===== src/rtl/core/bdm_pkg.sv =====
// shared constants and types for the bayer demosaic block
package bdm_pkg;

  localparam int MAX_WIDTH   = 4096;
  localparam int SAMPLE_BITS = 16;
  localparam int COL_W       = $clog2(MAX_WIDTH);
  localparam int WID_W       = COL_W + 1;
  localparam int ROW_W       = 16;
  localparam int BANK_W      = 3;
  localparam int BANKS       = 1 << BANK_W;
  localparam int ACC_W       = SAMPLE_BITS + 6;
  localparam int Q_DEPTH     = 4;
  localparam int Q_PTR_W     = $clog2(Q_DEPTH);

  // configuration register indexes
  localparam logic [1:0] CFG_PATTERN = 2'd0;
  localparam logic [1:0] CFG_WIDTH   = 2'd1;
  localparam logic [1:0] CFG_HEIGHT  = 2'd2;

  // color filter arrangements
  localparam logic [1:0] PAT_RGGB = 2'd0;
  localparam logic [1:0] PAT_BGGR = 2'd1;
  localparam logic [1:0] PAT_GRBG = 2'd2;
  localparam logic [1:0] PAT_GBRG = 2'd3;

  typedef logic [SAMPLE_BITS-1:0] sample_t;

  // block of pixels released by one input beat
  typedef struct packed {
    logic [ROW_W-1:0] y0;
    logic [1:0]       ny;
    logic [COL_W-1:0] x0;
    logic [1:0]       nx;
  } run_t;

  typedef struct packed {
    logic              en;
    logic [BANK_W-1:0] bank;
    logic [COL_W-1:0]  col;
    sample_t           data;
  } wr_t;

  typedef struct packed {
    logic             en;
    logic [COL_W-1:0] col;
  } rd_t;

endpackage


===== src/rtl/core/bdm_run_fifo.sv =====
// short queue of pixel runs between front and back
module bdm_run_fifo (
  input  logic          clk_i,
  input  logic          rst_ni,
  input  logic          push_i,
  input  bdm_pkg::run_t run_i,
  output logic          full_o,
  input  logic          pop_i,
  output logic          valid_o,
  output bdm_pkg::run_t run_o
);

  bdm_pkg::run_t               buf_q [bdm_pkg::Q_DEPTH];
  logic [bdm_pkg::Q_PTR_W-1:0] wp_q, rp_q;
  logic [bdm_pkg::Q_PTR_W:0]   cnt_q;

  assign full_o  = (cnt_q == (bdm_pkg::Q_PTR_W+1)'(bdm_pkg::Q_DEPTH));
  assign valid_o = (cnt_q != '0);
  assign run_o   = buf_q[rp_q];

  // storage
  always_ff @(posedge clk_i) begin
    if (push_i) begin
      buf_q[wp_q] <= run_i;
    end
  end

  // pointers and fill count
  always_ff @(posedge clk_i or negedge rst_ni) begin
    if (!rst_ni) begin
      wp_q  <= '0;
      rp_q  <= '0;
      cnt_q <= '0;
    end else begin
      if (push_i) wp_q <= wp_q + 1'b1;
      if (pop_i)  rp_q <= rp_q + 1'b1;
      if (push_i && !pop_i)      cnt_q <= cnt_q + 1'b1;
      else if (!push_i && pop_i) cnt_q <= cnt_q - 1'b1;
    end
  end

endmodule


===== config.mk =====
export PLATFORM = sky130hd
export DESIGN_NAME = bdm_run_fifo
export DESIGN_NICKNAME = d
export VERILOG_FILES = /design/src/rtl/core/bdm_pkg.sv /design/src/rtl/core/bdm_run_fifo.sv
export SDC_FILE = /design/constraint.sdc
export NUM_CORES = 1
export LEC_CHECK = 0
export ABC_AREA = 1
export BUFFER_PORTS_ARGS = -buffer_cell sky130_fd_sc_hd__buf_2
export CAP_MARGIN = 10
export CORE_MARGIN = 10
export CORE_UTILIZATION = 62
export DETAILED_ROUTE_END_ITERATION = 12
export PLACE_DENSITY = 0.85
export SLEW_MARGIN = 0
export SYNTH_ARGS = -nofsm -noshare
export SYNTH_HDL_FRONTEND = slang
export SYNTH_SLANG_ARGS = --single-unit

===== constraint.sdc =====
create_clock -name clk_i -period 5.24 [get_ports clk_i]
set_input_delay 0.786 -clock clk_i [delete_from_list [all_inputs] [get_ports clk_i]]
set_output_delay 0.786 -clock clk_i [all_outputs]
set_load 0.02 [all_outputs]

Yosys cells after proc, flatten, opt, wreduce, memory -nomap -nowiden
Memory sizes are Yosys's and may differ from the RTL's.
Index checks and enable logic that the tools add are counted.

word-level totals
  bits in registers = 7
  memory bits (writable) = 128
  input port bits = 36
  logic and storage cells = 19
  memories kept = 1
  output and inout bits = 34

operators by class
  add/subtract/negate cells = 4
  multiplexer cells = 4
  reduce and logical (&&, ||, !) cells = 6
  eq/ne operators = 1

memories
  name   words  bits a word  read ports  clocked after memory_dff  wr ports  RTL line            RTL
  buf_q  4      32           1           0                         1         bdm_run_fifo.sv:13  bdm_pkg::run_t buf_q [bdm_pkg::Q_DEPTH];

operators with widths
  cell                   number
  $mux W3                2
  $add A2 B1 Y2 const B  2
  $add A3 B1 Y3 const B  1
  $eq A3 B3 Y1 const B   1
  $reduce_bool A3 Y1     1
  $sub A3 B1 Y3 const B  1
  $logic_and A1 B1 Y1    2
  $logic_not A1 Y1       2
  $mux W1                2
  $reduce_bool A2 Y1     1

Logic depth before layout (Yosys ltp)
  depth after elaboration = 4
  depth in mapped cells = 9
  mapped depth without buffers = 9

Worst setup path after synthesis
No wires, ideal clock.

  path type = input-to-reg
  from = input push_i
  to = memory buf_q[0][0] (netlist bit) (enable)
  required time = 4.853 ns
  path buffers = 1
  setup time = 0.387 ns
  setup slack = 3.145 ns
  arrival time = 1.708 ns
  stages on the path = 3
  cells stage by stage = clkbuf_1 -> nand2_1 -> inv_1

on the way
  cells in the longest elaborated chain, start to end = 2

ends and longest elaborated chain
  item                           RTL line            RTL
  from (decl)                    bdm_run_fifo.sv:5   input logic push_i,
  $mux W1                        bdm_run_fifo.sv:23  if (push_i) begin
  $mux W1 (implied by the code)  bdm_run_fifo.sv:24  buf_q[wp_q] <= run_i;
  to (decl)                      bdm_run_fifo.sv:13

No other way between the ends.

==> impl_metrics.py <==
metrics = {
    "outcome": {
        "status": "finished clean",
    },
    "sta": {
        "final.min_clock_period_ns": 3.13,
        "tns_ns": 0,
        "tightest_slew_ns": 1.19,
        "max_clock_freq_mhz": 320,
        "maxSlewViolCount": 0,
        "setup_violations": 0,
        "relSlewSlack": 0.208,
        "rsz0062_at_grt": "false",
        "finalClockSkew_ns": 0.00535,
        "hold_viol": 0,
        "finalCritPeriodShare": 0.597,
    },
    "placement": {
        "io_buffers": 69,
        "dp_hpwl_um": 6230,
        "gp_congestion": 0.775,
    },
    "synthesis": {
        "syn_area_per_cell_um2": 12.9,
        "synth_area_leaders": "edfxtp_1 70%, o211ai_1 8.8%, nand2_1 7.6%",
        "ys_ff_latch": 135,
        "synth.top_cell.area_share": 0.704,
        "netlist_area_mm2": 0.00546,
        "synth_common_cells": "128 x edfxtp_1, 110 x nand2_1, 75 x inv_1, 64 x o211ai_1, 15 x buf_2",
        "synth_top_cell_by_area": "edfxtp_1",
        "synth-seq-area-share": 0.737,
        "dominantRegCellSynth": "edfxtp_1",
        "synth_cell_type_count": 19,
        "async_flop_share": 0.0519,
        "syn_nets": 464,
        "synth_enable_flop_cells": 128,
        "yosysWarnings": 0,
        "synth_most_common_cell": "edfxtp_1",
        "synthCells": 422,
    },
    "worst_hold_path": {
        "hp-class": "in2async",
    },
    "detailed_routing": {
        "ant_nets": 0,
        "via_per_inst": 5.37,
        "initialDrtViolationCount": 230,
        "vias": 3294,
        "wl_per_cell_um": 17.1,
        "finalWirelength_um": 10500,
        "drc": 0,
        "first_pass_iters": 4,
    },
    "global_routing": {
        "grt_overflow": 0,
        "grtUsageTotal": 0.168,
        "grt_max_degree": 131,
        "grt_pass1_wl_um": 16800,
        "grt_pass1_vias": 3428,
        "antenna_found_initial": 0,
    },
    "power_and_ir_drop": {
        "p_leak_nw": 2.66,
        "power_density_mw_per_mm2": 608,
        "ir_drop_uv": 294,
    },
    "setup_path": {
        "path_max_fanout": 130,
        "crit_required_ns": 4.45,
        "timing.rr.end": "buf_q[0][30]$_DFFE_PP_",
        "cp.arrival_ns": 2.34,
        "critPathKind": "reg2out",
        "r2r.worst_path.cells": 5,
        "r2r_slack_ns": 3.44,
        "r2r-start": "wp_q[0]$_DFFE_PN0P_",
        "setup.worst_path.end_class": "output port",
        "crit_path_start_kind": "register",
    },
    "layout": {
        "fillCellCount": 525,
        "nets": 535,
        "num_antenna_cells": 0,
        "drive_above_1_share": 0.212,
        "utilization": 0.745,
        "syn2layout_area_growth_pct": 17.8,
    },
    "die": {
        "start_util": 0.632,
        "die_w_um": 114,
        "row_count": 34,
        "core_area_mm2": 0.00864,
        "die_h_um": 114,
        "boundaryPins": 70,
        "die_area_mm2": 0.0130,
    },
    "clocking": {
        "clk_path_buf_depth": 2,
        "clock_tree.root_cell": "clkbuf_8",
        "cts_made_buffers": 17,
        "cts_setup_buffers": 0,
        "cts_tree": "done",
        "htree_num_levels": 4,
        "cts_sinks": 135,
        "path_clk_slew_ns": 0.06,
        "ctsResizeCount": 0,
        "insertion_delay_ns": 0.51,
        "holdBufCountCts": 0,
    },
    "run": {
        "drv_cap": 0,
    },
}
## cell usage in the layout, fill, tap and decap left out, drive strengths merged
| master | n |
|---|---|
| edfxtp | 128 |
| nand2 | 110 |
| inv | 78 |
| buf | 74 |
| o211ai | 64 |
| clkbuf | 17 |
| dfrtp | 7 |
| clkinvlp | 6 |
| ha | 5 |
| clkinv | 4 |
| xor2 | 3 |
| bufinv | 2 |
| nor2 | 1 |
| nor3 | 1 |
| xnor2 | 1 |
| o21ai | 1 |
| nand3 | 1 |
| nand4 | 1 |
| fa | 1 |
## worst max path at each step
| stage | start | endpoint | cells past startpoint |
|---|---|---|---|
| 2_1_floorplan | push_i | buf_q[0][0]$_DFFE_PP_ | 3 |
| 3_3_place_gp | rp_q[0]$_DFFE_PN0P_ | run_o[15] | 3 |
| 3_5_place_dp | rp_q[0]$_DFFE_PN0P_ | run_o[28] | 4 |
| 4_1_cts | rp_q[0]$_DFFE_PN0P_ | run_o[15] | 4 |
| 5_1_grt | rp_q[0]$_DFFE_PN0P_ | run_o[22] | 4 |
| 6_report | rp_q[0]$_DFFE_PN0P_ | run_o[19] | 4 |
## registers in the layout, summed over array words and instances, names as in the netlist
signal and count:
buf_q 128, cnt_q 3, rp_q 2, wp_q 2
## per-stage QoR
step                      worst slack [ns]  power, mW  hold slack, ns  cell area [um^2]  std cells
after floorplan                       3.15       2.44           0.442              5460        422
after global placement                2.79       2.77           0.454              5860        582
after detailed placement              2.68       2.82           0.469              5860        582
after CTS                             2.11       3.95          0.0906              6430        613
after global routing                  1.92       4.14          0.0907              6430        613
final                                 2.11       3.91           0.101              6430        613
## routing by layer
metal / part of all wire / GRT usage / wire, um
met4: 0.012 / 0.0819 / 131
met2: 0.53 / 0.290 / 5590
met5: 0 / 0 / 0
met3: 0.068 / 0.0525 / 719
met1: 0.39 / 0.184 / 4070
## critical path: stages (launching register included)
cell,delay (ns)
dfrtp_4,1.22
nand2_1,0.17
o211ai_1,0.13
nand2_1,0.10
buf_2,0.17
## where the power goes
part           leakage, nW  total [mW]  switching (mW)  internal (mW)
Sequential            1.26        1.62           0.201           1.42
Clock                0.259        1.11           0.435          0.676
Combinational         1.14        1.18           0.799          0.384
## cell families after synthesis
kind of cell / after synthesis / synth area share
adder cells (fa/ha/maj): 6 / 0.0151
AO/OA/AOI/OAI: 65 / 0.0890
XOR/XNOR: 4 / 0.00642
buffers and inverters: 98 / 0.0736
flip-flops: 135 / 0.737
AND/OR/NAND/NOR: 114 / 0.0793
## layout make-up
class | count | area, um^2 | area share
clock buffer | 17 | 414 | 0.0644
tap | 108 | 135 | 0.0210
multi-input combinational | 189 | 1040 | 0.161
inverter | 76 | 285 | 0.0444
clock inverter | 14 | 154 | 0.0239
timing repair buffer | 74 | 383 | 0.0595
sequential | 135 | 4020 | 0.626
No activity file was read; power rests on OpenSTA's default activity.
