==> src/rtl/core/bdm_pkg.sv <==
// shared constants and types for the bayer demosaic block
package bdm_pkg;

  localparam int MAX_WIDTH   = 4096;
  localparam int SAMPLE_BITS = 16;
  localparam int COL_W       = $clog2(MAX_WIDTH);
  localparam int WID_W       = COL_W + 1;
  localparam int ROW_W       = 16;
  localparam int BANK_W      = 3;
  localparam int BANKS       = 1 << BANK_W;
  localparam int ACC_W       = SAMPLE_BITS + 6;
  localparam int Q_DEPTH     = 4;
  localparam int Q_PTR_W     = $clog2(Q_DEPTH);

  // configuration register indexes
  localparam logic [1:0] CFG_PATTERN = 2'd0;
  localparam logic [1:0] CFG_WIDTH   = 2'd1;
  localparam logic [1:0] CFG_HEIGHT  = 2'd2;

  // color filter arrangements
  localparam logic [1:0] PAT_RGGB = 2'd0;
  localparam logic [1:0] PAT_BGGR = 2'd1;
  localparam logic [1:0] PAT_GRBG = 2'd2;
  localparam logic [1:0] PAT_GBRG = 2'd3;

  typedef logic [SAMPLE_BITS-1:0] sample_t;

  // block of pixels released by one input beat
  typedef struct packed {
    logic [ROW_W-1:0] y0;
    logic [1:0]       ny;
    logic [COL_W-1:0] x0;
    logic [1:0]       nx;
  } run_t;

  typedef struct packed {
    logic              en;
    logic [BANK_W-1:0] bank;
    logic [COL_W-1:0]  col;
    sample_t           data;
  } wr_t;

  typedef struct packed {
    logic             en;
    logic [COL_W-1:0] col;
  } rd_t;

endpackage

==> src/rtl/core/bdm_front.sv <==
// input side: raster counters, line store writes and run classification
module bdm_front (
  input  logic                       clk_i,
  input  logic                       rst_ni,
  input  logic                       in_valid_i,
  output logic                       in_ready_o,
  input  bdm_pkg::sample_t           sample_i,
  input  logic [bdm_pkg::WID_W-1:0]  w_eff_i,
  input  logic [bdm_pkg::ROW_W-1:0]  h_eff_i,
  input  logic                       restart_i,
  input  logic                       back_idle_i,
  input  logic                       q_full_i,
  output logic                       push_o,
  output bdm_pkg::run_t              run_o,
  output bdm_pkg::wr_t               wr_o
);

  logic [bdm_pkg::ROW_W-1:0] row_q;
  logic [bdm_pkg::COL_W-1:0] col_q;
  logic                      drain_q;
  logic                      fire, col_end, row_end, row_ok, col_ok;
  logic [bdm_pkg::WID_W-1:0] w_m3;

  assign in_ready_o = !q_full_i && !drain_q;
  assign fire       = in_valid_i && in_ready_o;
  assign col_end    = ({1'b0, col_q} == (w_eff_i - 1'b1));
  assign row_end    = (row_q == (h_eff_i - 1'b1));
  assign w_m3       = w_eff_i - bdm_pkg::WID_W'(3);

  // which pixels this beat releases
  always_comb begin
    run_o  = '0;
    row_ok = 1'b0;
    col_ok = 1'b0;
    if (row_end) begin
      run_o.y0 = h_eff_i - bdm_pkg::ROW_W'(3);
      run_o.ny = 2'd2;
      row_ok   = 1'b1;
    end else if (row_q >= bdm_pkg::ROW_W'(2)) begin
      run_o.y0 = row_q - bdm_pkg::ROW_W'(2);
      row_ok   = 1'b1;
    end
    if (col_end) begin
      run_o.x0 = w_m3[bdm_pkg::COL_W-1:0];
      run_o.nx = 2'd2;
      col_ok   = 1'b1;
    end else if (col_q >= bdm_pkg::COL_W'(2)) begin
      run_o.x0 = col_q - bdm_pkg::COL_W'(2);
      col_ok   = 1'b1;
    end
  end

  assign push_o     = fire && row_ok && col_ok;
  assign wr_o.en    = fire;
  assign wr_o.bank  = row_q[bdm_pkg::BANK_W-1:0];
  assign wr_o.col   = col_q;
  assign wr_o.data  = sample_i;

  // raster position and end-of-frame drain
  always_ff @(posedge clk_i or negedge rst_ni) begin
    if (!rst_ni) begin
      row_q   <= '0;
      col_q   <= '0;
      drain_q <= 1'b0;
    end else if (restart_i) begin
      row_q   <= '0;
      col_q   <= '0;
      drain_q <= 1'b0;
    end else begin
      if (drain_q && back_idle_i) drain_q <= 1'b0;
      if (fire) begin
        if (col_end) begin
          col_q <= '0;
          row_q <= row_end ? '0 : row_q + 1'b1;
          if (row_end) drain_q <= 1'b1;
        end else begin
          col_q <= col_q + 1'b1;
        end
      end
    end
  end

endmodule

==> config.mk <==
export PLATFORM = sky130hd
export DESIGN_NAME = bdm_front
export DESIGN_NICKNAME = d
export VERILOG_FILES = /design/src/rtl/core/bdm_pkg.sv /design/src/rtl/core/bdm_front.sv
export SDC_FILE = /design/constraint.sdc
export NUM_CORES = 1
export LEC_CHECK = 0
export BUFFER_PORTS_ARGS = -buffer_cell sky130_fd_sc_hd__buf_4
export CORE_AREA = 3 3 136 138
export DETAILED_ROUTE_END_ITERATION = 10
export DIE_AREA = 0 0 139 141
export GPL_ROUTABILITY_DRIVEN = 0
export MAX_ROUTING_LAYER = met4
export PLACE_DENSITY = 0.53
export SETUP_SLACK_MARGIN = 0.15
export SLEW_MARGIN = 30
export SYNTH_ARGS = -nofsm -noshare
export SYNTH_HDL_FRONTEND = slang
export SYNTH_SLANG_ARGS = --single-unit
export TNS_END_PERCENT = 10
==> constraint.sdc <==
create_clock -name clk_i -period 7.8 [get_ports clk_i]
set_input_delay 0.78 -clock clk_i [delete_from_list [all_inputs] [get_ports clk_i]]
set_output_delay 0.78 -clock clk_i [all_outputs]
set_load 0.05 [all_outputs]
* Word level (Yosys, flattened, before mapping)
Index checks and enable logic that the tools add are counted.
** Word-level totals
- Flip-flop bits (word level) :: 29
- Input bits :: 51
- Output and inout bits :: 66
- Logic and storage cells :: 47
** Operators by class
- Add/sub/neg operators :: 8
- Magnitude comparators :: 2
- Equal/unequal tests :: 2
- Multiplexer cells :: 22
- Reductions and logical operators :: 10
** Operators with widths (count)
- $mux 16 :: 6
- $mux 12 :: 5
- $sub 16x2->16 const B :: 2
- $sub 12x2->12 const B :: 2
- $add 16x1->16 const B :: 1
- $eq 16x16->1 :: 1
- $ge 16x2->1 const B :: 1
- $sub 16x1->16 const B :: 1
- $eq 12x13->1 :: 1
- $sub 13x1->13 const B :: 1
- $add 12x1->12 const B :: 1
- $ge 12x2->1 const B :: 1
- $mux 1 :: 9
- $logic_and 1x1->1 :: 5
- $mux 2 :: 2
- $reduce_bool 2->1 :: 2
- $logic_not 1->1 :: 2
- $reduce_and 2->1 :: 1

* Depth between registers and ports, before layout
- Word-level depth :: 6
- Mapped depth :: 13
- Depth with buffers taken out :: 11

* Worst setup path after synthesis
Ideal clock, no wire load.
- Path type :: input to output
- Start :: in w_eff_i[2] (netlist name)
- End :: out run_o[10] (netlist name)
- Arrival :: 4083 ps
- Data required time :: 7020 ps
- Setup slack :: 2937 ps
- Stages :: 10
- Path through :: buf_2 or3_1 clkbuf_1 xnor2_1 a2111oi_0 o211ai_1 or4_1 clkbuf_1 clkbuf_1 o21ai_0
** RTL lines
- start: declaration :: RTL line bdm_front.sv:8 : input logic [bdm_pkg::WID_W-1:0] w_eff_i,
- end: declaration :: RTL line bdm_front.sv:14 : output bdm_pkg::run_t run_o,

==> metrics.csv <==
metric;value;unit
outcome;finished, final reports clean;
drt_iter0_drc;218;
rows;48;
max_freq;210.7;MHz
track_usage;0.1259;
overflow;0;
cp-end-kind;output pin;
register_area;725.7;sq um
drive_gt1_frac;0.1780;
dieArea;19600;sq um
ys_ff_latch;29;
netlist_area;4164;sq um
total_power;0.4539;mW
cp_data_arrival_time;3.97;ns
r2r_start;col_q[3];
synth_area_leaders;dfrtp_1 17%, xnor2_1 8.8%, xor2_1 6.1%;
htree_levels;2;
worstRegToRegCells;7;
cts_resized;0;
io_buffers;82;
crit_buf_inv;4;
synthDistinctLibCells;63;
dr_total_vias;4089;
ys_seq_area_frac;0.1743;
syn_to_final_growth;15.35;%
rrSetupSlack;4.52;ns
cts_made_buffers;5;
nNetsFinal;663;
seq_power_share;0.336;
wire_per_inst;14.79;microns
powerDensity;94.49;nW/um^2
multi_input_area;2918;sq um
switching_share;0.3128;
cap_violations;0;
critPathLaunch;w_eff_i[0];
slew_viol_final;0;
worst-path-stages;12;
worst_pin_slew;0.9043;ns
finalCritPeriodShare;0.6084;
clk_latency;0.27;ns
max_stage_delay;0.62;ns
diodes;0;
intPower;0.3119;mW
core;17300;sq um
syn_area_per_cell;7.094;sq um
synth_common_cells;49 x nor2_1, 44 x nand2_1, 42 x clkbuf_1, 42 x xnor2_1;
finalCriticalPeriod;4.745;ns
yosysWarnings;0;
nFillCells;1938;
drcViolationCount;0;
cts_tree;done;
firstDrtPassIters;4;
start_util;0.2407;
async_flop_share;1.000;
dp_cells;818;
clk_pin_slew;0.05;ns
crit_type;primary input to output pin;
grt_first_pass_wirelength;20.24;mm
synth_edf_count;0;
crit_fanout;8;
cts_root_buf;clkbuf_16;
post_cts_buffers;0;
p_comb_frac;0.263;
clk_path_buf_depth;2;
rr_endpoint;row_q[12];
synth_top_area_share;0.1743;
max_slew_margin;0.3949;
viasPerCell;4.950;
crit_end;run_o[13];
finalSetupTns;0;ns
ant_nets;0;
finalHoldViolCount;0;
p_switching;0.1420;mW
setup_viol;0;
vdd_ir_drop_max;0.07374;mV
crit_chain;buf_4, inv_1, ha_1, or4b_1, or4_1, a32oi_1, o21a_1, or4_1, inv_2, or3_1, o21ai_0, buf_4;
chipHeight;141;microns
ios;117;
die_w;139;microns
p_leak;1.900;nW
grt_pass1_vias;3940;
synthCells;587;
rsz0062_at_grt;false;
pwr-share-clk;0.401;
routed_wl;12.22;mm
ys.flop_type;dfrtp_1;
crit_required;7.02;ns
crit_slowest_cell;or4b_1;
grt_max_degree;31;
crit_family;simple AND/OR/NAND/NOR gates;
hpwl;9.383;mm
ctsHoldBuffers;0;
antenna_found_initial;0;
final.setup_skew;0.005769;ns
finalNonFillerCells;826;
hp-class;primary input to async pin;
crit_path_start_kind;primary input;
cts_sinks;29;
synth.most_common_cell;nor2_1;
synth_top_cell_by_area;dfrtp_1;
per-layer routing:
metal	up-vias	GRT usage	wire length (microns)
li1	2072	-	-
met1	1882	0.1721	5915
met2	121	0.1951	5410
met3	14	0.01493	677
met4	0	0.03965	214
met5	-	-	0
through the flow:
stage | hold WS [ns] | util | area (sq um) | setup WS, ns
after global placement | 0.6282 | 0.2692 | 4656 | 3.145
after detailed placement | 0.6164 | 0.2697 | 4664 | 3.049
final | 0.4349 | 0.2777 | 4803 | 3.055
after floorplan | 0.4844 | - | 4168 | 2.937
after global routing | 0.4630 | 0.2777 | 4803 | 2.885
after CTS | 0.4451 | 0.2777 | 4803 | 3.046
sequential cells by signal, summed over array words and instances, names as in the netlist:
name and cells:
col_q 12, drain_q 1, row_q 16
placed cells by master, fill, tap and decap left out, types with 3 or more instances in the layout:
cell,Yosys,layout
a211o_1,3,3
a21oi_1,21,21
a31oi_1,8,8
and3_1,7,7
buf_4,26,86
clkbuf_16,0,5
dfrtp_1,29,29
ha_1,12,12
inv_1,24,24
nand2_1,44,44
nand3_1,20,20
nand3b_1,5,5
nand4_1,8,8
nor2_1,49,49
nor2b_1,3,3
nor3_1,36,36
nor3b_1,10,10
nor4_1,11,11
o21ai_0,36,36
o21ai_1,9,9
o31a_1,3,3
o31ai_1,18,18
or3_1,25,25
or4_1,8,8
xnor2_1,42,42
xor2_1,29,29
cell families after synthesis:
kind of cell / share of synthesized area
other: 0.0009006
buffers and inverters: 0.1280
and+or+nand+nor: 0.3074
muxes: 0.01292
AOI/OAI and AO/OA: 0.1911
xor gates and xnor gates: 0.1493
DFF: 0.1743
adders and majority gates: 0.03606
worst min path at each step:
stage,from,to,slack [ns],cells past startpoint
final,rst_ni,row_q[0],0.43,1
after global routing,rst_ni,drain_q,0.46,1
after CTS,rst_ni,row_q[12],0.45,1
after detailed placement,row_q[15],row_q[15],0.62,1
after global placement,row_q[11],row_q[11],0.63,1
after floorplan,rst_ni,col_q[0],0.48,0
power groups by stage:
| stage | clock (mW) | combinational [mW] | sequential, mW |
|---|---|---|---|
| after global placement | 0 | 0.120 | 0.155 |
| after detailed placement | 0 | 0.120 | 0.155 |
| after CTS | 0.188 | 0.120 | 0.152 |
| final | 0.182 | 0.119 | 0.153 |
| after global routing | 0.196 | 0.131 | 0.152 |
| after floorplan | 0 | 0.100 | 0.156 |
area by class of cell:
cell class,count,area share
multi-input combinational,453,0.6074
sequential,29,0.1511
timing repair buffer,86,0.1344
tap,225,0.05861
clock buffer,6,0.02683
inverter,25,0.01954
clock inverter,2,0.002084
Note: power is estimated with default switching activity, not from simulation.
