## config.mk

```make
export PLATFORM = sky130hd
export DESIGN_NAME = bdm_back
export DESIGN_NICKNAME = d
export VERILOG_FILES = /design/src/rtl/core/bdm_pkg.sv /design/src/rtl/core/bdm_back.sv
export SDC_FILE = /design/constraint.sdc
export NUM_CORES = 2
export LEC_CHECK = 0
export ABC_AREA = 1
export BUFFER_PORTS_ARGS = -buffer_cell sky130_fd_sc_hd__buf_2
export CAP_MARGIN = 20
export CORE_ASPECT_RATIO = 0.7
export CORE_MARGIN = 2
export CORE_UTILIZATION = 42
export DETAILED_ROUTE_END_ITERATION = 8
export PLACE_DENSITY_LB_ADDON = 0.2
export SLEW_MARGIN = 20
export SYNTH_ARGS = -nofsm -noshare
export SYNTH_HDL_FRONTEND = slang
export SYNTH_SLANG_ARGS = --single-unit
```

## constraint.sdc

```tcl
create_clock -name clk_i -period 14.2 [get_ports clk_i]
set_clock_uncertainty 0.15 [all_clocks]
set_input_delay 0 -clock clk_i [delete_from_list [all_inputs] [get_ports clk_i]]
set_output_delay 0 -clock clk_i [all_outputs]
set_load 0.005 [all_outputs]
```

## src/rtl/core/bdm_pkg.sv

```systemverilog
// shared constants and types for the bayer demosaic block
package bdm_pkg;

  localparam int MAX_WIDTH   = 4096;
  localparam int SAMPLE_BITS = 16;
  localparam int COL_W       = $clog2(MAX_WIDTH);
  localparam int WID_W       = COL_W + 1;
  localparam int ROW_W       = 16;
  localparam int BANK_W      = 3;
  localparam int BANKS       = 1 << BANK_W;
  localparam int ACC_W       = SAMPLE_BITS + 6;
  localparam int Q_DEPTH     = 4;
  localparam int Q_PTR_W     = $clog2(Q_DEPTH);

  // configuration register indexes
  localparam logic [1:0] CFG_PATTERN = 2'd0;
  localparam logic [1:0] CFG_WIDTH   = 2'd1;
  localparam logic [1:0] CFG_HEIGHT  = 2'd2;

  // color filter arrangements
  localparam logic [1:0] PAT_RGGB = 2'd0;
  localparam logic [1:0] PAT_BGGR = 2'd1;
  localparam logic [1:0] PAT_GRBG = 2'd2;
  localparam logic [1:0] PAT_GBRG = 2'd3;

  typedef logic [SAMPLE_BITS-1:0] sample_t;

  // block of pixels released by one input beat
  typedef struct packed {
    logic [ROW_W-1:0] y0;
    logic [1:0]       ny;
    logic [COL_W-1:0] x0;
    logic [1:0]       nx;
  } run_t;

  typedef struct packed {
    logic              en;
    logic [BANK_W-1:0] bank;
    logic [COL_W-1:0]  col;
    sample_t           data;
  } wr_t;

  typedef struct packed {
    logic             en;
    logic [COL_W-1:0] col;
  } rd_t;

endpackage

```

## src/rtl/core/bdm_back.sv

```systemverilog
// output side: pixel sequencer, 5x5 window, kernel sums and output register
module bdm_back (
  input  logic                       clk_i,
  input  logic                       rst_ni,
  input  logic                       run_valid_i,
  input  bdm_pkg::run_t              run_i,
  output logic                       run_pop_o,
  input  logic [bdm_pkg::WID_W-1:0]  w_eff_i,
  input  logic [bdm_pkg::ROW_W-1:0]  h_eff_i,
  input  logic [1:0]                 pattern_i,
  output bdm_pkg::rd_t               rd_o,
  input  logic [bdm_pkg::BANKS-1:0][bdm_pkg::SAMPLE_BITS-1:0] rdata_i,
  output logic                       idle_o,
  output logic                       out_valid_o,
  input  logic                       out_ready_i,
  output logic [15:0]                red_value_o,
  output logic [15:0]                green_value_o,
  output logic [15:0]                blue_value_o,
  output logic [15:0]                pixel_row_o,
  output logic [11:0]                pixel_col_o,
  output logic                       last_of_run_o,
  output logic                       frame_end_o
);

  localparam int CW = bdm_pkg::COL_W;
  localparam int RW = bdm_pkg::ROW_W;
  localparam int AW = bdm_pkg::ACC_W;
  localparam int SB = bdm_pkg::SAMPLE_BITS;

  logic adv;

  // sequencer
  logic          busy_q, hist_q;
  bdm_pkg::run_t run_q;
  logic [RW-1:0] cy_q, ny;
  logic [CW-1:0] cx_q, nx, x_end;
  logic [RW-1:0] y_end;
  logic [2:0]    step_q;
  logic          pix_done, row_done, run_done, cont, take_run;

  // pipeline tags
  logic                     s1_vld_q, s1_done_q, s1_last_q;
  logic [RW-1:0]            s1_y_q;
  logic [CW-1:0]            s1_x_q;
  logic [4:0][bdm_pkg::BANK_W-1:0] s1_slot_q, slot;
  logic                     s2_vld_q, s2_last_q;
  logic [RW-1:0]            s2_y_q;
  logic [CW-1:0]            s2_x_q;
  logic                     s3_vld_q, s3_last_q;
  logic [RW-1:0]            s3_y_q;
  logic [CW-1:0]            s3_x_q;
  logic [3:0][AW-1:0]       s3_pos_q, s3_neg_q, pos, neg;
  bdm_pkg::sample_t         s3_own_q;

  bdm_pkg::sample_t win_q [5][5];
  logic [AW-1:0]    e [5][5];

  logic signed [CW+2:0] c_raw, c_mir, w_s;
  logic signed [RW+1:0] r_raw [5];
  logic signed [RW+1:0] r_mir [5];
  logic signed [RW+1:0] h_s;

  logic             out_valid_q, out_last_q, out_fend_q;
  bdm_pkg::sample_t out_r_q, out_g_q, out_b_q;
  logic [RW-1:0]    out_y_q;
  logic [CW-1:0]    out_x_q;

  assign adv = !out_valid_q || out_ready_i;

  // walk through the current run and pick the next pixel
  assign x_end    = run_q.x0 + CW'(run_q.nx);
  assign y_end    = run_q.y0 + RW'(run_q.ny);
  assign pix_done = (step_q == 3'd4);
  assign row_done = (cx_q == x_end);
  assign run_done = row_done && (cy_q == y_end);
  assign take_run = !busy_q || (pix_done && run_done);
  assign run_pop_o = adv && take_run && run_valid_i;

  always_comb begin
    if (take_run) begin
      ny = run_i.y0;
      nx = run_i.x0;
    end else if (row_done) begin
      ny = cy_q + 1'b1;
      nx = run_q.x0;
    end else begin
      ny = cy_q;
      nx = cx_q + 1'b1;
    end
    cont = hist_q && (ny == cy_q) && ({1'b0, nx} == ({1'b0, cx_q} + 1'b1));
  end

  always_ff @(posedge clk_i or negedge rst_ni) begin
    if (!rst_ni) begin
      busy_q <= 1'b0;
      hist_q <= 1'b0;
      step_q <= '0;
      cy_q   <= '0;
      cx_q   <= '0;
      run_q  <= '0;
    end else if (adv) begin
      if (busy_q && !pix_done) begin
        step_q <= step_q + 1'b1;
      end else if (busy_q && !run_done) begin
        cy_q   <= ny;
        cx_q   <= nx;
        step_q <= cont ? 3'd4 : 3'd0;
      end else if (run_valid_i) begin
        run_q  <= run_i;
        busy_q <= 1'b1;
        hist_q <= 1'b1;
        cy_q   <= ny;
        cx_q   <= nx;
        step_q <= cont ? 3'd4 : 3'd0;
      end else begin
        busy_q <= 1'b0;
      end
    end
  end

  // mirrored column and row addresses for the column being fetched
  assign w_s   = $signed({2'b00, w_eff_i});
  assign h_s   = $signed({2'b00, h_eff_i});
  assign c_raw = $signed({3'b000, cx_q}) + $signed({{CW{1'b0}}, step_q}) - (CW+3)'(2);
  always_comb begin
    if (c_raw < 0)            c_mir = -c_raw;
    else if (c_raw >= w_s)    c_mir = (w_s <<< 1) - (CW+3)'(2) - c_raw;
    else                      c_mir = c_raw;
    for (int k = 0; k < 5; k++) begin
      r_raw[k] = $signed({2'b00, cy_q}) + (RW+2)'(k) - (RW+2)'(2);
      if (r_raw[k] < 0)         r_mir[k] = -r_raw[k];
      else if (r_raw[k] >= h_s) r_mir[k] = (h_s <<< 1) - (RW+2)'(2) - r_raw[k];
      else                      r_mir[k] = r_raw[k];
      slot[k] = r_mir[k][bdm_pkg::BANK_W-1:0];
    end
  end

  assign rd_o.en  = adv && busy_q;
  assign rd_o.col = c_mir[CW-1:0];

  // fetch tags travel with the read
  always_ff @(posedge clk_i or negedge rst_ni) begin
    if (!rst_ni) begin
      s1_vld_q <= 1'b0;
      s2_vld_q <= 1'b0;
      s3_vld_q <= 1'b0;
    end else if (adv) begin
      s1_vld_q <= busy_q;
      s2_vld_q <= s1_vld_q && s1_done_q;
      s3_vld_q <= s2_vld_q;
    end
  end

  always_ff @(posedge clk_i) begin
    if (adv) begin
      s1_done_q <= pix_done;
      s1_last_q <= pix_done && run_done;
      s1_y_q    <= cy_q;
      s1_x_q    <= cx_q;
      s1_slot_q <= slot;
      s2_last_q <= s1_last_q;
      s2_y_q    <= s1_y_q;
      s2_x_q    <= s1_x_q;
      s3_last_q <= s2_last_q;
      s3_y_q    <= s2_y_q;
      s3_x_q    <= s2_x_q;
      s3_pos_q  <= pos;
      s3_neg_q  <= neg;
      s3_own_q  <= win_q[2][2];
    end
  end

  // window shifts left by one column per returned read
  always_ff @(posedge clk_i) begin
    if (adv && s1_vld_q) begin
      for (int c = 0; c < 4; c++) begin
        for (int r = 0; r < 5; r++) begin
          win_q[c][r] <= win_q[c+1][r];
        end
      end
      for (int r = 0; r < 5; r++) begin
        win_q[4][r] <= rdata_i[s1_slot_q[r]];
      end
    end
  end

  // kernel sums, split into positive and negative taps
  always_comb begin
    for (int r = 0; r < 5; r++) begin
      for (int c = 0; c < 5; c++) begin
        e[r][c] = AW'(win_q[c][r]);
      end
    end
    // green at red or blue
    pos[0] = ((e[1][2] + e[2][1] + e[2][3] + e[3][2]) << 2) + (e[2][2] << 3);
    neg[0] = (e[0][2] + e[2][0] + e[2][4] + e[4][2]) << 1;
    // same-row neighbor color at green
    pos[1] = e[0][2] + e[4][2] + ((e[2][1] + e[2][3]) << 3) + (e[2][2] << 3)
             + (e[2][2] << 1);
    neg[1] = (e[1][1] + e[1][3] + e[3][1] + e[3][3] + e[2][0] + e[2][4]) << 1;
    // other-row neighbor color at green
    pos[2] = e[2][0] + e[2][4] + ((e[1][2] + e[3][2]) << 3) + (e[2][2] << 3)
             + (e[2][2] << 1);
    neg[2] = (e[1][1] + e[1][3] + e[3][1] + e[3][3] + e[0][2] + e[4][2]) << 1;
    // diagonal color at red or blue
    pos[3] = ((e[1][1] + e[1][3] + e[3][1] + e[3][3]) << 2) + (e[2][2] << 3)
             + (e[2][2] << 2);
    neg[3] = ((e[0][2] + e[2][0] + e[2][4] + e[4][2]) << 1)
             + (e[0][2] + e[2][0] + e[2][4] + e[4][2]);
  end

  // divide by 16, clamp and round half up
  function automatic bdm_pkg::sample_t finish(input logic [AW-1:0] p,
                                              input logic [AW-1:0] n);
    logic signed [AW:0] acc;
    logic        [AW:0] v;
    acc = $signed({1'b0, p}) - $signed({1'b0, n});
    v   = (AW+1)'(acc + (AW+1)'(8)) >> 4;
    if (acc <= 0)                          finish = '0;
    else if (v > (AW+1)'({SB{1'b1}}))      finish = '1;
    else                                   finish = v[SB-1:0];
  endfunction

  logic             rr, rc, at_red, at_blue;
  bdm_pkg::sample_t f_rb_g, f_same, f_diff, f_cross;
  bdm_pkg::sample_t r_d, g_d, b_d;

  always_comb begin
    rr      = (pattern_i == bdm_pkg::PAT_BGGR) || (pattern_i == bdm_pkg::PAT_GBRG);
    rc      = (pattern_i == bdm_pkg::PAT_BGGR) || (pattern_i == bdm_pkg::PAT_GRBG);
    at_red  = (s3_y_q[0] == rr) && (s3_x_q[0] == rc);
    at_blue = (s3_y_q[0] != rr) && (s3_x_q[0] != rc);
    f_rb_g  = finish(s3_pos_q[0], s3_neg_q[0]);
    f_same  = finish(s3_pos_q[1], s3_neg_q[1]);
    f_diff  = finish(s3_pos_q[2], s3_neg_q[2]);
    f_cross = finish(s3_pos_q[3], s3_neg_q[3]);
    if (at_red) begin
      r_d = s3_own_q;
      g_d = f_rb_g;
      b_d = f_cross;
    end else if (at_blue) begin
      r_d = f_cross;
      g_d = f_rb_g;
      b_d = s3_own_q;
    end else if (s3_y_q[0] == rr) begin
      r_d = f_same;
      g_d = s3_own_q;
      b_d = f_diff;
    end else begin
      r_d = f_diff;
      g_d = s3_own_q;
      b_d = f_same;
    end
  end

  // output register
  always_ff @(posedge clk_i or negedge rst_ni) begin
    if (!rst_ni) begin
      out_valid_q <= 1'b0;
    end else if (adv) begin
      out_valid_q <= s3_vld_q;
    end
  end

  always_ff @(posedge clk_i) begin
    if (adv) begin
      out_r_q    <= r_d;
      out_g_q    <= g_d;
      out_b_q    <= b_d;
      out_y_q    <= s3_y_q;
      out_x_q    <= s3_x_q;
      out_last_q <= s3_last_q;
      out_fend_q <= (s3_y_q == (h_eff_i - 1'b1)) &&
                    ({1'b0, s3_x_q} == (w_eff_i - 1'b1));
    end
  end

  assign out_valid_o   = out_valid_q;
  assign red_value_o   = 16'(out_r_q);
  assign green_value_o = 16'(out_g_q);
  assign blue_value_o  = 16'(out_b_q);
  assign pixel_row_o   = out_y_q;
  assign pixel_col_o   = 12'(out_x_q);
  assign last_of_run_o = out_last_q;
  assign frame_end_o   = out_fend_q;

  assign idle_o = !busy_q && !run_valid_i && !s1_vld_q && !s2_vld_q &&
                  !s3_vld_q && !out_valid_q;

endmodule

```

Word-level counts from Yosys, hierarchy flattened
Memory sizes are Yosys's and may differ from the RTL's.
Index checks and enable logic that the tools add are counted.
- flip-flop bits (word level): 439
- bits in latches: 0
- bits in writable memories: 400
- bits in read-only memories: 0
- input bits: 195
- output and inout port bits: 94
- logic and storage cells: 244
- memories kept: 1
- add/sub/neg operators: 68
- multipliers: 0
- divide/modulo/power cells: 0
- $lt $le $gt $ge: 25
- equal/unequal tests: 14
- shift operators: 0
- mux-type cells: 53
- bitwise logic cells: 2
- reduce and logical (&&, ||, !) cells: 37
- memory list (memory ; words ; bits a word ; read ports ; clocked after Yosys merged registers in ; wr ports ; RTL line ; RTL):
    win_q ; 5 ; 80 ; 5 ; 0 ; 5 ; bdm_back.sv:55 ; bdm_pkg::sample_t win_q [5][5];
- operators by type and width (operator ; count):
    2-to-1 mux 16 bit ; 25
    binary-select mux 16 bit (select 3 bit) ; 5
    adder 16 x 16 -> 17 bit ; 7
    adder 23 x 5 -> 23 bit, second input constant ; 4
    less-or-equal comparator 23 x 1 -> 1 bit, second input constant ; 4
    subtractor 22 x 22 -> 23 bit ; 4
    adder 21 x 19 -> 22 bit ; 4
    > comparator 19 x 16 -> 1 bit, second input constant ; 4
    greater-or-equal comparator 18 x 17 -> 1 bit ; 4
    < comparator 18 x 1 -> 1 bit, second input constant ; 4
    2-to-1 mux 12 bit ; 6
    subtractor 17 x 2 -> 18 bit, second input constant ; 4
    adder 18 x 16 -> 19 bit ; 3
    adder 17 x 16 -> 18 bit ; 3
    == test 16 bit ; 3
    adder 22 x 17 -> 22 bit ; 2
    adder 17 x 20 -> 21 bit ; 2
    adder 21 x 16 -> 21 bit ; 2
    2-to-1 mux 3 bit ; 14
    adder 19 x 16 -> 20 bit ; 2
    adder 16 x 2 -> 17 bit, second input constant ; 2
    == test 12 x 13 -> 1 bit ; 2
    adder 22 x 18 -> 22 bit ; 1
    adder 20 x 19 -> 21 bit ; 1
    other kinds (40) ; 87

Logic depth before layout (Yosys ltp)
- depth after elaboration: 13
- mapped depth: 31
- gate-level depth less buffers: 31

Worst setup path before layout
OpenSTA, ideal clock, no wires.
- path kind: reg-to-reg
- start: register out_valid_q, in the netlist out_valid_o
- end: memory win_q[0][32] (netlist name) (enable)
- library setup time: 0.976 ns
- arrival: 13.146 ns
- data required time: 13.074 ns
- path slack: -0.073 ns
- stages on the path, launching flop included: 4
- path buffers: 0
- clock period less this slack: 14.273 ns
- cell sequence: dfrtp_1 > inv_1 > nor2_1 > nor2_1
- RTL lines (element ; RTL line ; RTL):
    from (decl) ; bdm_back.sv:63 ; logic out_valid_q, out_last_q, out_fend_q;
    from (signal assigned) ; bdm_back.sv:261 ; out_valid_q <= s3_vld_q;
    to (decl) ; bdm_back.sv:55 ;

==> flow_summary_export.csv <==
group,metric,value,unit
floorplanning,num_rows,113,
finish,fin_area,66300,µm²
logic_synthesis,yosys-top-cells-area,"edfxtp_1 (34%), ha_1 (11%), nand2_1 (7.9%)",
logic_synthesis,synthArstFlopShare,0.09517,
clock_network,clk_pin_slew,70,ps
floorplanning,die_h,313.2,µm
sta,fmax,145.1,MHz
grt,antenna_found_initial,5,
grt,grt_max_degree,89,
drt,routed_wl,183700,µm
logic_synthesis,synth_common_cells,"nand2_1 (1211), inv_1 (922), edfxtp_1 (656)",
finish,multiInputGateArea,31810,µm²
sta,maxSlewViolCount,0,
worst_setup_path,crit_path_end_kind,"flop",
finish,nFillCells,12840,
logic_synthesis,synth_area_leader_cell,"edfxtp_1",
clock_network,cts_buffers,77,
drt,ant_nets,0,
placed_design,placed_area,60720,µm²
floorplanning,die_x,445.6,µm
clock_network,clock_latency,690,ps
worst_setup_path,start_kind,"flop",
floorplanning,start_util,0.4229,
logic_synthesis,ys_types,68,
clock_network,root_buffer,"clkbuf_16",
finish,nets,7981,
logic_synthesis,yosysMostFrequentCell,"nand2_1",
clock_network,cts_tree,"done",
drt,drtPass1Iterations,8,
placed_design,place_hpwl,144700,µm
finish,syn_to_final_growth,15.62,%
logic_synthesis,yosys_register_bits,725,
finish,fin_util,0.4890,
floorplanning,die_area,139600,µm²
logic_synthesis,yosysSeqAreaShare,0.3736,
clock_network,post_cts_buffers,0,
logic_synthesis,syn_inst,6505,
worst_setup_path,crit_fanout,5,
floorplanning,coreArea,135600,µm²
grt,grt_pass1_wl,281300,µm
logic_synthesis,synth.avg_cell_area,8.815,µm²
drt,drt_iter0_drc,4432,
clock_network,clock_sinks,725,
worst_setup_path,critPathKind,"flop to flop",
finish,drive_gt1_frac,0.07543,
placed_design,portBuffers,288,
clock_network,clockBufferDepth,3,
placed_design,place_inst,8474,
sta,slew_headroom,0.2564,
grt,grt.total_usage,0.2624,
worst_setup_path,rrSetupSlack,7310,ps
worst_setup_path,required,14450,ps
sta,period_needed,6892,ps
sta,finalHoldViolCount,0,
logic_synthesis,synth_area,57340,µm²
sta,final.period_utilization,0.4853,
drt,drc,0,
logic_synthesis,synth_edf_count,656,
drt,wl_per_cell,20.60,µm
sta,finalSetupViolCount,0,
flow_run,maxCapViolCount,0,
logic_synthesis,yosysWarnings,0,
placed_design,gp_congestion,0.9372,
worst_setup_path,crit_arrival,7140,ps
sta,tns,0,ps
finish,final_cells,8914,
drt,num_vias,47840,
worst_hold_path,worstHoldPathType,"input port to flop",
finish,regArea,21430,µm²
grt,grt_pass1_vias,46260,
finish,diodes,0,
floorplanning,num_io_pins,289,
sta,worst_pin_slew,1113,ps
grt,overflow,0,
logic_synthesis,synth_top_area_share,0.3435,
drt,routed_via_density,5.367,
status,status,"complete, no violations",
logic_synthesis,ys.flop_type,"edfxtp_1",
clock_network,cts-htree-levels,3,
sta,rsz0062_at_grt,"false",
==> through the flow <==
step                      hold slack [ps]  worst slack (ps)
after floorplan                    -445.6              4425
after detailed placement            54.01              7441
after CTS                           8.552              7414
after global placement              49.50              7520
after global routing                78.98              6897
final                               63.96              7308
==> metal layers <==
layer / vias to the layer above / routed length [µm] / global-route usage
li1: 22990 / - / -
met1: 23000 / 87020 / 0.3893
met2: 1627 / 80390 / 0.4075
met3: 217 / 12330 / 0.03790
met4: 6 / 3885 / 0.05239
met5: - / 43 / 0
==> cell type report <==
type | count | area share
timing repair buffer | 620 | 0.07064
multi-input combinational | 4700 | 0.4798
inverter | 945 | 0.05361
clock inverter | 50 | 0.007662
clock buffer | 92 | 0.03152
tap | 1782 | 0.03363
sequential | 725 | 0.3232
==> kinds of logic after synthesis <==
kind of cell / count (synthesis) / share of synthesized area
AO/OA/AOI/OAI: 1011 / 0.1017
XOR/XNOR: 431 / 0.06688
adder cells (fa/ha/maj): 717 / 0.1847
buffers and inverters: 1081 / 0.07209
flip-flops: 725 / 0.3736
multiplexers: 128 / 0.02234
other: 1 / 0.00006540
AND/OR/NAND/NOR: 2411 / 0.1785
==> registers in the layout (all words and copies together), names as in the netlist, 16 cells and up <==
register / cells
win_q: 304
s3_pos_q: 82
s3_neg_q: 77
run_q: 32
blue_value_o: 16
cy_q: 16
green_value_o: 16
pixel_row_o: 16
red_value_o: 16
s1_y_q: 16
s2_y_q: 16
s3_own_q: 16
s3_y_q: 16
==> cell usage in the layout (no fill, tap or decap), types with 20 or more instances in the layout <==
cell and instances:
a21o_1 29, a21oi_1 356, buf_2 288, buf_4 33, clkbuf_16 82, clkinv_1 20
dfrtp_1 68, dlygate4sd3_1 298, edfxtp_1 656, fa_1 216, ha_1 501, inv_1 921
mux2i_1 128, nand2_1 1211, nand2_2 26, nand3_1 386, nand3b_1 20, nand4_1 106
nor2_1 543, nor3_1 45, nor4_1 23, o211ai_1 20, o21ai_0 389, o21bai_1 38
o22a_1 80, xnor2_1 107, xor2_1 319
==> repair_timing <==
item | CTS | global route
hold endpoints to repair | 232 | 0
hold buffers | 298 | 0
gates resized for setup | 0 | 0
==> critical path: stages (launching register included) <==
cell	delay, ps
edfxtp_1	410
fa_1	570
fa_1	420
ha_1	240
fa_1	420
a21oi_1	210
o21bai_1	120
a21oi_1	130
o21ai_0	150
xor2_1	280
inv_1	130
ha_1	390
nand4_1	90
o21ai_0	530
nand2_1	120
o2bb2ai_1	200
o21ai_0	340
a31oi_1	230
xnor2_1	270
ha_1	340
nand2_1	140
nor2_1	50
inv_1	70
o221ai_1	120
a21oi_1	240
nor2_1	80
nand2_1	60
o21ai_0	90
==> worst paths after layout <==
kind | start | to | cells after the start
max | win_q[3][17] | s3_neg_q[63] | 27
min | run_i[22] | run_q[22] | 4
max reg2reg | win_q[3][17] | s3_neg_q[63] | 27
min reg2reg | s2_x_q[4] | s3_x_q[4] | 0
max in group asynchronous | rst_ni | busy_q | 4
min in group asynchronous | rst_ni | hist_q | 4
Power is left out: the tool's default activity adds up to more than one toggle a clock period on the data nets, which glitch-free logic cannot reach.
